$ cat src/hw/rtl/sart_pkg.sv
// Shared types and constants of the sorted address range table.
// Used by sart_ctrl, sart_dp and sorted_address_range_table_top; no dependencies.
`default_nettype none
package sart_pkg;

   localparam int unsigned REQ_W      = 3;
   localparam int unsigned ADDR_W     = 32;
   localparam int unsigned IDX_W      = 6;
   localparam int unsigned USED_OUT_W = 7;
   localparam int unsigned REQ_DATA_W = 72;
   localparam int unsigned RSP_DATA_W = 80;
   localparam int unsigned OP_W       = 5;

   localparam logic [REQ_W-1:0] REQ_ADD      = 3'd0;
   localparam logic [REQ_W-1:0] REQ_DELETE   = 3'd1;
   localparam logic [REQ_W-1:0] REQ_CONTAINS = 3'd2;
   localparam logic [REQ_W-1:0] REQ_IDENT    = 3'd3;
   localparam logic [REQ_W-1:0] REQ_READ     = 3'd4;
   localparam logic [REQ_W-1:0] REQ_CLEAR    = 3'd5;

   localparam logic [OP_W-1:0] OP_NONE     = 5'd0;
   localparam logic [OP_W-1:0] OP_LOAD     = 5'd1;
   localparam logic [OP_W-1:0] OP_BS_RD    = 5'd2;
   localparam logic [OP_W-1:0] OP_BS_STEP  = 5'd3;
   localparam logic [OP_W-1:0] OP_ADD_SET  = 5'd4;
   localparam logic [OP_W-1:0] OP_DEL_INIT = 5'd5;
   localparam logic [OP_W-1:0] OP_INS_INIT = 5'd6;
   localparam logic [OP_W-1:0] OP_SH_RD    = 5'd7;
   localparam logic [OP_W-1:0] OP_SH_WR    = 5'd8;
   localparam logic [OP_W-1:0] OP_INS_PUT  = 5'd9;
   localparam logic [OP_W-1:0] OP_DS_RD    = 5'd10;
   localparam logic [OP_W-1:0] OP_DS_EVAL  = 5'd11;
   localparam logic [OP_W-1:0] OP_DS_END   = 5'd12;
   localparam logic [OP_W-1:0] OP_CP_INIT  = 5'd13;
   localparam logic [OP_W-1:0] OP_CP_RD    = 5'd14;
   localparam logic [OP_W-1:0] OP_CP_WR    = 5'd15;
   localparam logic [OP_W-1:0] OP_CP_END   = 5'd16;
   localparam logic [OP_W-1:0] OP_Q_RD     = 5'd17;
   localparam logic [OP_W-1:0] OP_Q_EVAL   = 5'd18;
   localparam logic [OP_W-1:0] OP_RD_RD    = 5'd19;
   localparam logic [OP_W-1:0] OP_RD_EVAL  = 5'd20;
   localparam logic [OP_W-1:0] OP_CLEAR    = 5'd21;
   localparam logic [OP_W-1:0] OP_RSP      = 5'd22;

   typedef struct packed {
      logic [OP_W-1:0] op;
   } dp_cmd_type;

   typedef struct packed {
      logic [REQ_W-1:0] req_type;
      logic             bs_more;
      logic             ptr_lt_used;
      logic             sh_more;
      logic             full;
      logic             stop;
      logic             split;
      logic             any_drop;
      logic             idx_ok;
   } dp_status_type;

endpackage
`default_nettype wire

$ cat src/hw/rtl/sart_ctrl.sv
// Controller of the sorted address range table: request sequencing and stream handshakes.
// Depends on sart_pkg; commands sart_dp.
`default_nettype none
module sart_ctrl (
   input  wire logic                    clock,
   input  wire logic                    reset,
   input  wire logic                    req_tvalid,
   output logic                         req_tready,
   output logic                         rsp_tvalid,
   input  wire logic                    rsp_tready,
   output sart_pkg::dp_cmd_type         cmd,
   input  wire sart_pkg::dp_status_type stat
);

   localparam logic [4:0] S_IDLE = 5'd0;
   localparam logic [4:0] S_DISP = 5'd1;
   localparam logic [4:0] S_BS   = 5'd2;
   localparam logic [4:0] S_BSW  = 5'd3;
   localparam logic [4:0] S_ADD  = 5'd4;
   localparam logic [4:0] S_INS  = 5'd5;
   localparam logic [4:0] S_SH   = 5'd6;
   localparam logic [4:0] S_SHW  = 5'd7;
   localparam logic [4:0] S_DELI = 5'd8;
   localparam logic [4:0] S_DS   = 5'd9;
   localparam logic [4:0] S_DSW  = 5'd10;
   localparam logic [4:0] S_CPI  = 5'd11;
   localparam logic [4:0] S_CP   = 5'd12;
   localparam logic [4:0] S_CPW  = 5'd13;
   localparam logic [4:0] S_QS   = 5'd14;
   localparam logic [4:0] S_QW   = 5'd15;
   localparam logic [4:0] S_RD   = 5'd16;
   localparam logic [4:0] S_RDW  = 5'd17;
   localparam logic [4:0] S_CLR  = 5'd18;
   localparam logic [4:0] S_DONE = 5'd19;

   logic [4:0] state_ff, state_in;
   logic       rsp_valid_ff, rsp_valid_in;
   logic       is_add;

   assign is_add     = (stat.req_type == sart_pkg::REQ_ADD);
   assign req_tready = (state_ff == S_IDLE);
   assign rsp_tvalid = rsp_valid_ff;

   always_comb begin
      state_in     = state_ff;
      cmd.op       = sart_pkg::OP_NONE;
      rsp_valid_in = rsp_tready ? 1'b0 : rsp_valid_ff;
      unique case (state_ff)
         S_IDLE: begin
            if (req_tvalid) begin
               cmd.op   = sart_pkg::OP_LOAD;
               state_in = S_DISP;
            end
         end
         S_DISP: begin
            unique case (stat.req_type) inside
               sart_pkg::REQ_ADD, sart_pkg::REQ_DELETE: state_in = S_BS;
               sart_pkg::REQ_CONTAINS, sart_pkg::REQ_IDENT: state_in = S_QS;
               sart_pkg::REQ_READ: state_in = S_RD;
               sart_pkg::REQ_CLEAR: state_in = S_CLR;
               default: state_in = S_DONE;
            endcase
         end
         S_BS: begin
            if (stat.bs_more) begin
               cmd.op   = sart_pkg::OP_BS_RD;
               state_in = S_BSW;
            end else begin
               state_in = is_add ? S_ADD : S_DELI;
            end
         end
         S_BSW: begin
            cmd.op   = sart_pkg::OP_BS_STEP;
            state_in = S_BS;
         end
         S_ADD: begin
            cmd.op   = sart_pkg::OP_ADD_SET;
            state_in = S_INS;
         end
         S_INS: begin
            cmd.op = sart_pkg::OP_INS_INIT;
            if (stat.full) begin
               state_in = is_add ? S_DONE : S_CPI;
            end else begin
               state_in = S_SH;
            end
         end
         S_SH: begin
            if (stat.sh_more) begin
               cmd.op   = sart_pkg::OP_SH_RD;
               state_in = S_SHW;
            end else begin
               cmd.op   = sart_pkg::OP_INS_PUT;
               state_in = is_add ? S_DONE : S_CPI;
            end
         end
         S_SHW: begin
            cmd.op   = sart_pkg::OP_SH_WR;
            state_in = S_SH;
         end
         S_DELI: begin
            cmd.op   = sart_pkg::OP_DEL_INIT;
            state_in = S_DS;
         end
         S_DS: begin
            if (stat.ptr_lt_used) begin
               cmd.op   = sart_pkg::OP_DS_RD;
               state_in = S_DSW;
            end else begin
               cmd.op   = sart_pkg::OP_DS_END;
               state_in = S_CPI;
            end
         end
         S_DSW: begin
            cmd.op = sart_pkg::OP_DS_EVAL;
            if (stat.stop) begin
               state_in = S_CPI;
            end else if (stat.split) begin
               state_in = S_INS;
            end else begin
               state_in = S_DS;
            end
         end
         S_CPI: begin
            if (stat.any_drop) begin
               cmd.op   = sart_pkg::OP_CP_INIT;
               state_in = S_CP;
            end else begin
               state_in = S_DONE;
            end
         end
         S_CP: begin
            if (stat.ptr_lt_used) begin
               cmd.op   = sart_pkg::OP_CP_RD;
               state_in = S_CPW;
            end else begin
               cmd.op   = sart_pkg::OP_CP_END;
               state_in = S_DONE;
            end
         end
         S_CPW: begin
            cmd.op   = sart_pkg::OP_CP_WR;
            state_in = S_CP;
         end
         S_QS: begin
            if (stat.ptr_lt_used) begin
               cmd.op   = sart_pkg::OP_Q_RD;
               state_in = S_QW;
            end else begin
               state_in = S_DONE;
            end
         end
         S_QW: begin
            cmd.op   = sart_pkg::OP_Q_EVAL;
            state_in = S_QS;
         end
         S_RD: begin
            if (stat.idx_ok) begin
               cmd.op   = sart_pkg::OP_RD_RD;
               state_in = S_RDW;
            end else begin
               state_in = S_DONE;
            end
         end
         S_RDW: begin
            cmd.op   = sart_pkg::OP_RD_EVAL;
            state_in = S_DONE;
         end
         S_CLR: begin
            cmd.op   = sart_pkg::OP_CLEAR;
            state_in = S_DONE;
         end
         S_DONE: begin
            if (!rsp_valid_ff || rsp_tready) begin
               cmd.op       = sart_pkg::OP_RSP;
               rsp_valid_in = 1'b1;
               state_in     = S_IDLE;
            end
         end
         default: begin
            state_in = S_IDLE;
         end
      endcase
   end

   always_ff @(posedge clock) begin
      if (reset) begin
         state_ff     <= S_IDLE;
         rsp_valid_ff <= 1'b0;
      end else begin
         state_ff     <= state_in;
         rsp_valid_ff <= rsp_valid_in;
      end
   end

endmodule
`default_nettype wire

$ cat config.mk
export PLATFORM = sky130hd
export DESIGN_NAME = sart_ctrl
export DESIGN_NICKNAME = d
export VERILOG_FILES = /design/src/hw/rtl/sart_pkg.sv /design/src/hw/rtl/sart_ctrl.sv
export SDC_FILE = /design/constraint.sdc
export NUM_CORES = 1
export LEC_CHECK = 0
export BUFFER_PORTS_ARGS = -buffer_cell sky130_fd_sc_hd__buf_2
export CAP_MARGIN = 5
export CORE_MARGIN = 2
export CORE_UTILIZATION = 45
export CTS_BUF_LIST = sky130_fd_sc_hd__clkbuf_16
export CTS_CLUSTER_DIAMETER = 80
export DETAILED_ROUTE_END_ITERATION = 6
export PLACE_DENSITY = 0.68
export SLEW_MARGIN = 20
export SYNTH_ARGS = -nofsm -noshare
export SYNTH_HDL_FRONTEND = slang
export SYNTH_SLANG_ARGS = --single-unit
$ cat constraint.sdc
create_clock -name clock -period 1.8 [get_ports clock]
set_clock_uncertainty 0.05 [all_clocks]
set_input_delay 0.36 -clock clock [delete_from_list [all_inputs] [get_ports clock]]
set_output_delay 0.36 -clock clock [all_outputs]
set_load 0.01 [all_outputs]
---- After elaboration in Yosys (flattened, before gate mapping) ----
Index checks and enable logic that the tools add are counted.
operators by class
  equal/unequal tests ..................... 26
  mux-type cells .......................... 29
  reduce and logical (&&, ||, !) cells .... 8
operator list
  operator                                              number
  case mux 5 bit (19 select lines)                      2
  two-way mux 5 bit                                     12
  equality test 5 x 4 -> 1 bit (second input constant)  8
  two-way mux 4 bit                                     6
  equality test 5 x 3 -> 1 bit (second input constant)  4
  equality test 5 bit (second input constant)           4
  case mux 5 bit (4 select lines)                       1
  equality test 5 x 2 -> 1 bit (second input constant)  2
  equality test 3 x 2 -> 1 bit (second input constant)  2
  equality test 3 bit (second input constant)           2
  OR reduction 2 bit                                    3
  equality test 5 x 1 -> 1 bit (second input constant)  1
  logical NOT 5 bit                                     1
  two-way mux 1 bit                                     5
  two-way mux 2 bit                                     2
  inequality test 2 bit (second input constant)         2
  equality test 3 x 1 -> 1 bit (second input constant)  1
  logical NOT 3 bit                                     1
  two-way mux 3 bit                                     1
  AND reduction 2 bit                                   1
  logical NOT 1 bit                                     1
  logical OR 1 bit                                      1
word-level totals
  register bits after elaboration ......... 6
  input bits .............................. 15
  output and inout bits ................... 7
  word-level logic and storage cells ...... 65

---- Longest topological paths before layout ----
  depth in word-level cells ............... 4
  depth in mapped cells ................... 7
  gate-level depth less buffers ........... 4

---- Worst setup path before layout ----
OpenSTA, ideal clock, no wires.
  path type ............................... flip-flop to output port
  from .................................... register state_ff[1]
  to ...................................... output cmd[0] (netlist bit)
  arrival time ............................ 1274 ps
  required time ........................... 1390 ps
  slack ................................... 116 ps
  stages on the path, launching flop included .. 6
  buffers on the path ..................... 2
  cells stage by stage .................... dfxtp_1 buf_4 buf_4 nor4_1 a32oi_1 o221ai_1
RTL lines
  item                    line              source
  start, declared         sart_ctrl.sv:36   logic [4:0] state_ff, state_in;
  start signal, assigned  sart_ctrl.sv:191  state_ff <= state_in;
  end, declared           sart_ctrl.sv:11   output sart_pkg::dp_cmd_type cmd,

==> impl_metrics.env <==
export IMPL_layout_drive_gt1_share=0.516
export IMPL_drtPass1Iterations=4
export IMPL_p_seq_frac=0.119
export IMPL_tritoncts="yes"
export IMPL_netlist_area_um2=966
export IMPL_ff_latch_area_um2=139
export IMPL_synth_nets=148
export IMPL_grt_max_degree=14
export IMPL_clock_path_buffers=2
export IMPL_overflow=0
export IMPL_status="finished with violations"
export IMPL_syn_inst=133
export IMPL_die_w_um=50.3
export IMPL_fin_total_pwr_uw=2410
export IMPL_tightest_slew_ns=0.357
export IMPL_core_rowCount=16
export IMPL_setup_violations=5
export IMPL_ant_nets=0
export IMPL_gp_congestion=0.934
export IMPL_grt_pass1_vias=1293
export IMPL_switchingPower_uw=1020
export IMPL_timing_slew_headroom=0.760
export IMPL_first_iter_violations=51
export IMPL_post_route_util=0.768
export IMPL_grt_antenna_before_repair=0
export IMPL_n_antenna_cell=0
export IMPL_rsz0062_at_grt="yes"
export IMPL_wl_met1_mm=1.50
export IMPL_synth_edf_count=0
export IMPL_yosys_area_top_type="dfxtp_1"
export IMPL_drv_slew=0
export IMPL_ys_seq_area_frac=0.124
export IMPL_drc=0
export IMPL_cp_arrival_ns=1.49
export IMPL_synth_top_area_frac=0.124
export IMPL_synthArstFlopShare=0
export IMPL_multiInputGateArea_um2=821
export IMPL_die_h_um=50.3
export IMPL_setup_ws_ns=-0.0952
export IMPL_peakVddDrop_mv=1.01
export IMPL_cp_required_ns=1.39
export IMPL_synth_cell_types=51
export IMPL_timing_hold_ws_ns=0.334
export IMPL_cts_sinks=6
export IMPL_initial_core_util=0.482
export IMPL_holdCritPathClass="input port to flop"
export IMPL_io_buffer_count=21
export IMPL_wire_per_inst_um=18.5
export IMPL_clock_latency_ns=0.23
export IMPL_met2_wirelength_mm=1.94
export IMPL_dp_hpwl_mm=2.49
export IMPL_crit_fanout=9
export IMPL_internal_power_uw=1390
export IMPL_h_tree_depth=1
export IMPL_root_buffer="clkbuf_16"
export IMPL_grt_pass1_wl_mm=5.98
export IMPL_min_period_over_period=1.05
export IMPL_power_frac_clock=0.149
export IMPL_ys_warn_count=0
export IMPL_leakage_uw=0.000635
export IMPL_r2r_cells=7
export IMPL_ys_flop_type="dfxtp_1"
export IMPL_via_count=1370
export IMPL_core_mm2=0.00200
export IMPL_final_nets=203
export IMPL_holdPathStages=2
export IMPL_top_layer="met4"
export IMPL_drv_cap=0
export IMPL_finalSetupTns_ns=-0.333
export IMPL_die_area_mm2=0.00253
export IMPL_crit_path_end_kind="primary output"
export IMPL_ios=22
export IMPL_dpl_cell_count=200
export IMPL_fill_cells=136
export IMPL_clk_pin_slew_ns=0.03
export IMPL_final_cells=213
export IMPL_synth_seq_cells=6
export IMPL_failed_checks="setup timing"
export IMPL_routed_wl_mm=3.94
export IMPL_area_growth_pct=59.2
export IMPL_netSwitchingFraction=0.422
export IMPL_max_freq_mhz=528
export IMPL_critPathLaunchType="flop"
export IMPL_period_minus_slack_ns=1.90
export IMPL_met3_wirelength_um=389
export IMPL_cts_buffers=3
export IMPL_powerDensity_mw_per_mm2=1570
export IMPL_hold_violations=0
export IMPL_track_usage=0.308
export IMPL_p_comb_frac=0.732
export IMPL_avgViaCountPerCell=6.43
export IMPL_synth_area_leaders="dfxtp_1 (12%), a21oi_1 (6.2%), nor3_1 (5.2%)"
export IMPL_synth_area_per_cell_um2=7.26
export IMPL_critical_path_class="flop to primary output"
## registers in the layout (all words and copies together), names as in the netlist
signal      flops
rsp_tvalid      1
state_ff        5
## routing by layer
| metal | vias to the layer above | global-route usage |
|---|---|---|
| met5 | - | 0 |
| met4 | 0 | 0.122 |
| met3 | 15 | 0.0685 |
| met2 | 85 | 0.533 |
| met1 | 653 | 0.368 |
| li1 | 617 | - |
## stage by stage
step | setup WS (ns) | cell area (um^2)
final | -0.0952 | 1540
after global routing | -0.142 | 1540
after CTS | -0.0830 | 1450
after detailed placement | -0.111 | 1250
after global placement | -0.123 | 1250
after floorplan | 0.116 | 966
## Yosys cell counts, types with 2 or more instances
library cell  number
buf_4              4
nor3_1            10
o211ai_1           2
nor3b_1            2
a311oi_1           2
or3_1              2
clkbuf_1           2
dfxtp_1            6
a211oi_1           3
nand2_1            9
nor2b_1            5
buf_6              3
nor4_1             2
nand2b_1           6
o21ai_0            5
a2bb2oi_1          3
nor2_1             8
and3_1             2
a31oi_1            3
nand3_1            4
or3b_1             2
a32oi_1            2
a21oi_1           12
inv_1              4
buf_2              4
## cell type report
cell class,instances,share of cell area
inverter,4,0.00976
timing repair buffer,63,0.295
sequential,6,0.0903
clock buffer,3,0.0488
multi-input combinational,110,0.534
tap,27,0.0220
## critical path, cell delays in order (launching register included)
cell       delay (ns)
dfxtp_4          0.40
or3b_4           0.43
a2bb2oi_2        0.20
o2111ai_2        0.07
buf_2            0.15
## worst paths after layout
kind | slack (ns) | start | to
hold reg to reg | 0.63 | rsp_tvalid$_SDFF_PP0_ | rsp_tvalid$_SDFF_PP0_
setup / recovery | -0.1 | state_ff[2]$_SDFFE_PP0P_ | cmd[1]
hold / removal | 0.33 | reset | state_ff[4]$_SDFFE_PP0P_
setup reg to reg | 0.04 | state_ff[1]$_SDFFE_PP0P_ | state_ff[0]$_SDFFE_PP0P_
## power groups by stage
stage	registers [uW]	clock network [uW]	logic (uW)
after CTS	288	357	1520
after global routing	290	366	1870
after detailed placement	256	0	1370
after floorplan	193	0	915
final	288	360	1760
after global placement	254	0	1350
## timing repair
item                                    CTS  global route
resized for setup                        28            13
endpoints found under the setup margin    7             5
pin swaps                                 6             4
cloned                                    0             0
setup buffers                             4             6
hold buffers                              0             0
## cell usage in the layout, fill, tap and decap left out, types with 3 or more instances in the layout
cell / count
a211oi_1: 3
a21oi_1: 11
a31oi_1: 3
buf_2: 21
buf_4: 34
buf_6: 7
clkbuf_16: 3
dfxtp_4: 5
inv_1: 4
nand2_1: 8
nand2b_1: 5
nand3_1: 4
nor2_1: 6
nor3_1: 8
nor3_2: 3
o21ai_0: 5
## cell families after synthesis
family | synth area share
flip-flops | 0.124
XOR/XNOR | 0.00907
AND/OR/NAND/NOR | 0.405
buffers and inverters | 0.110
AO/OA/AOI/OAI | 0.351
No activity file was read; power rests on OpenSTA's default activity.
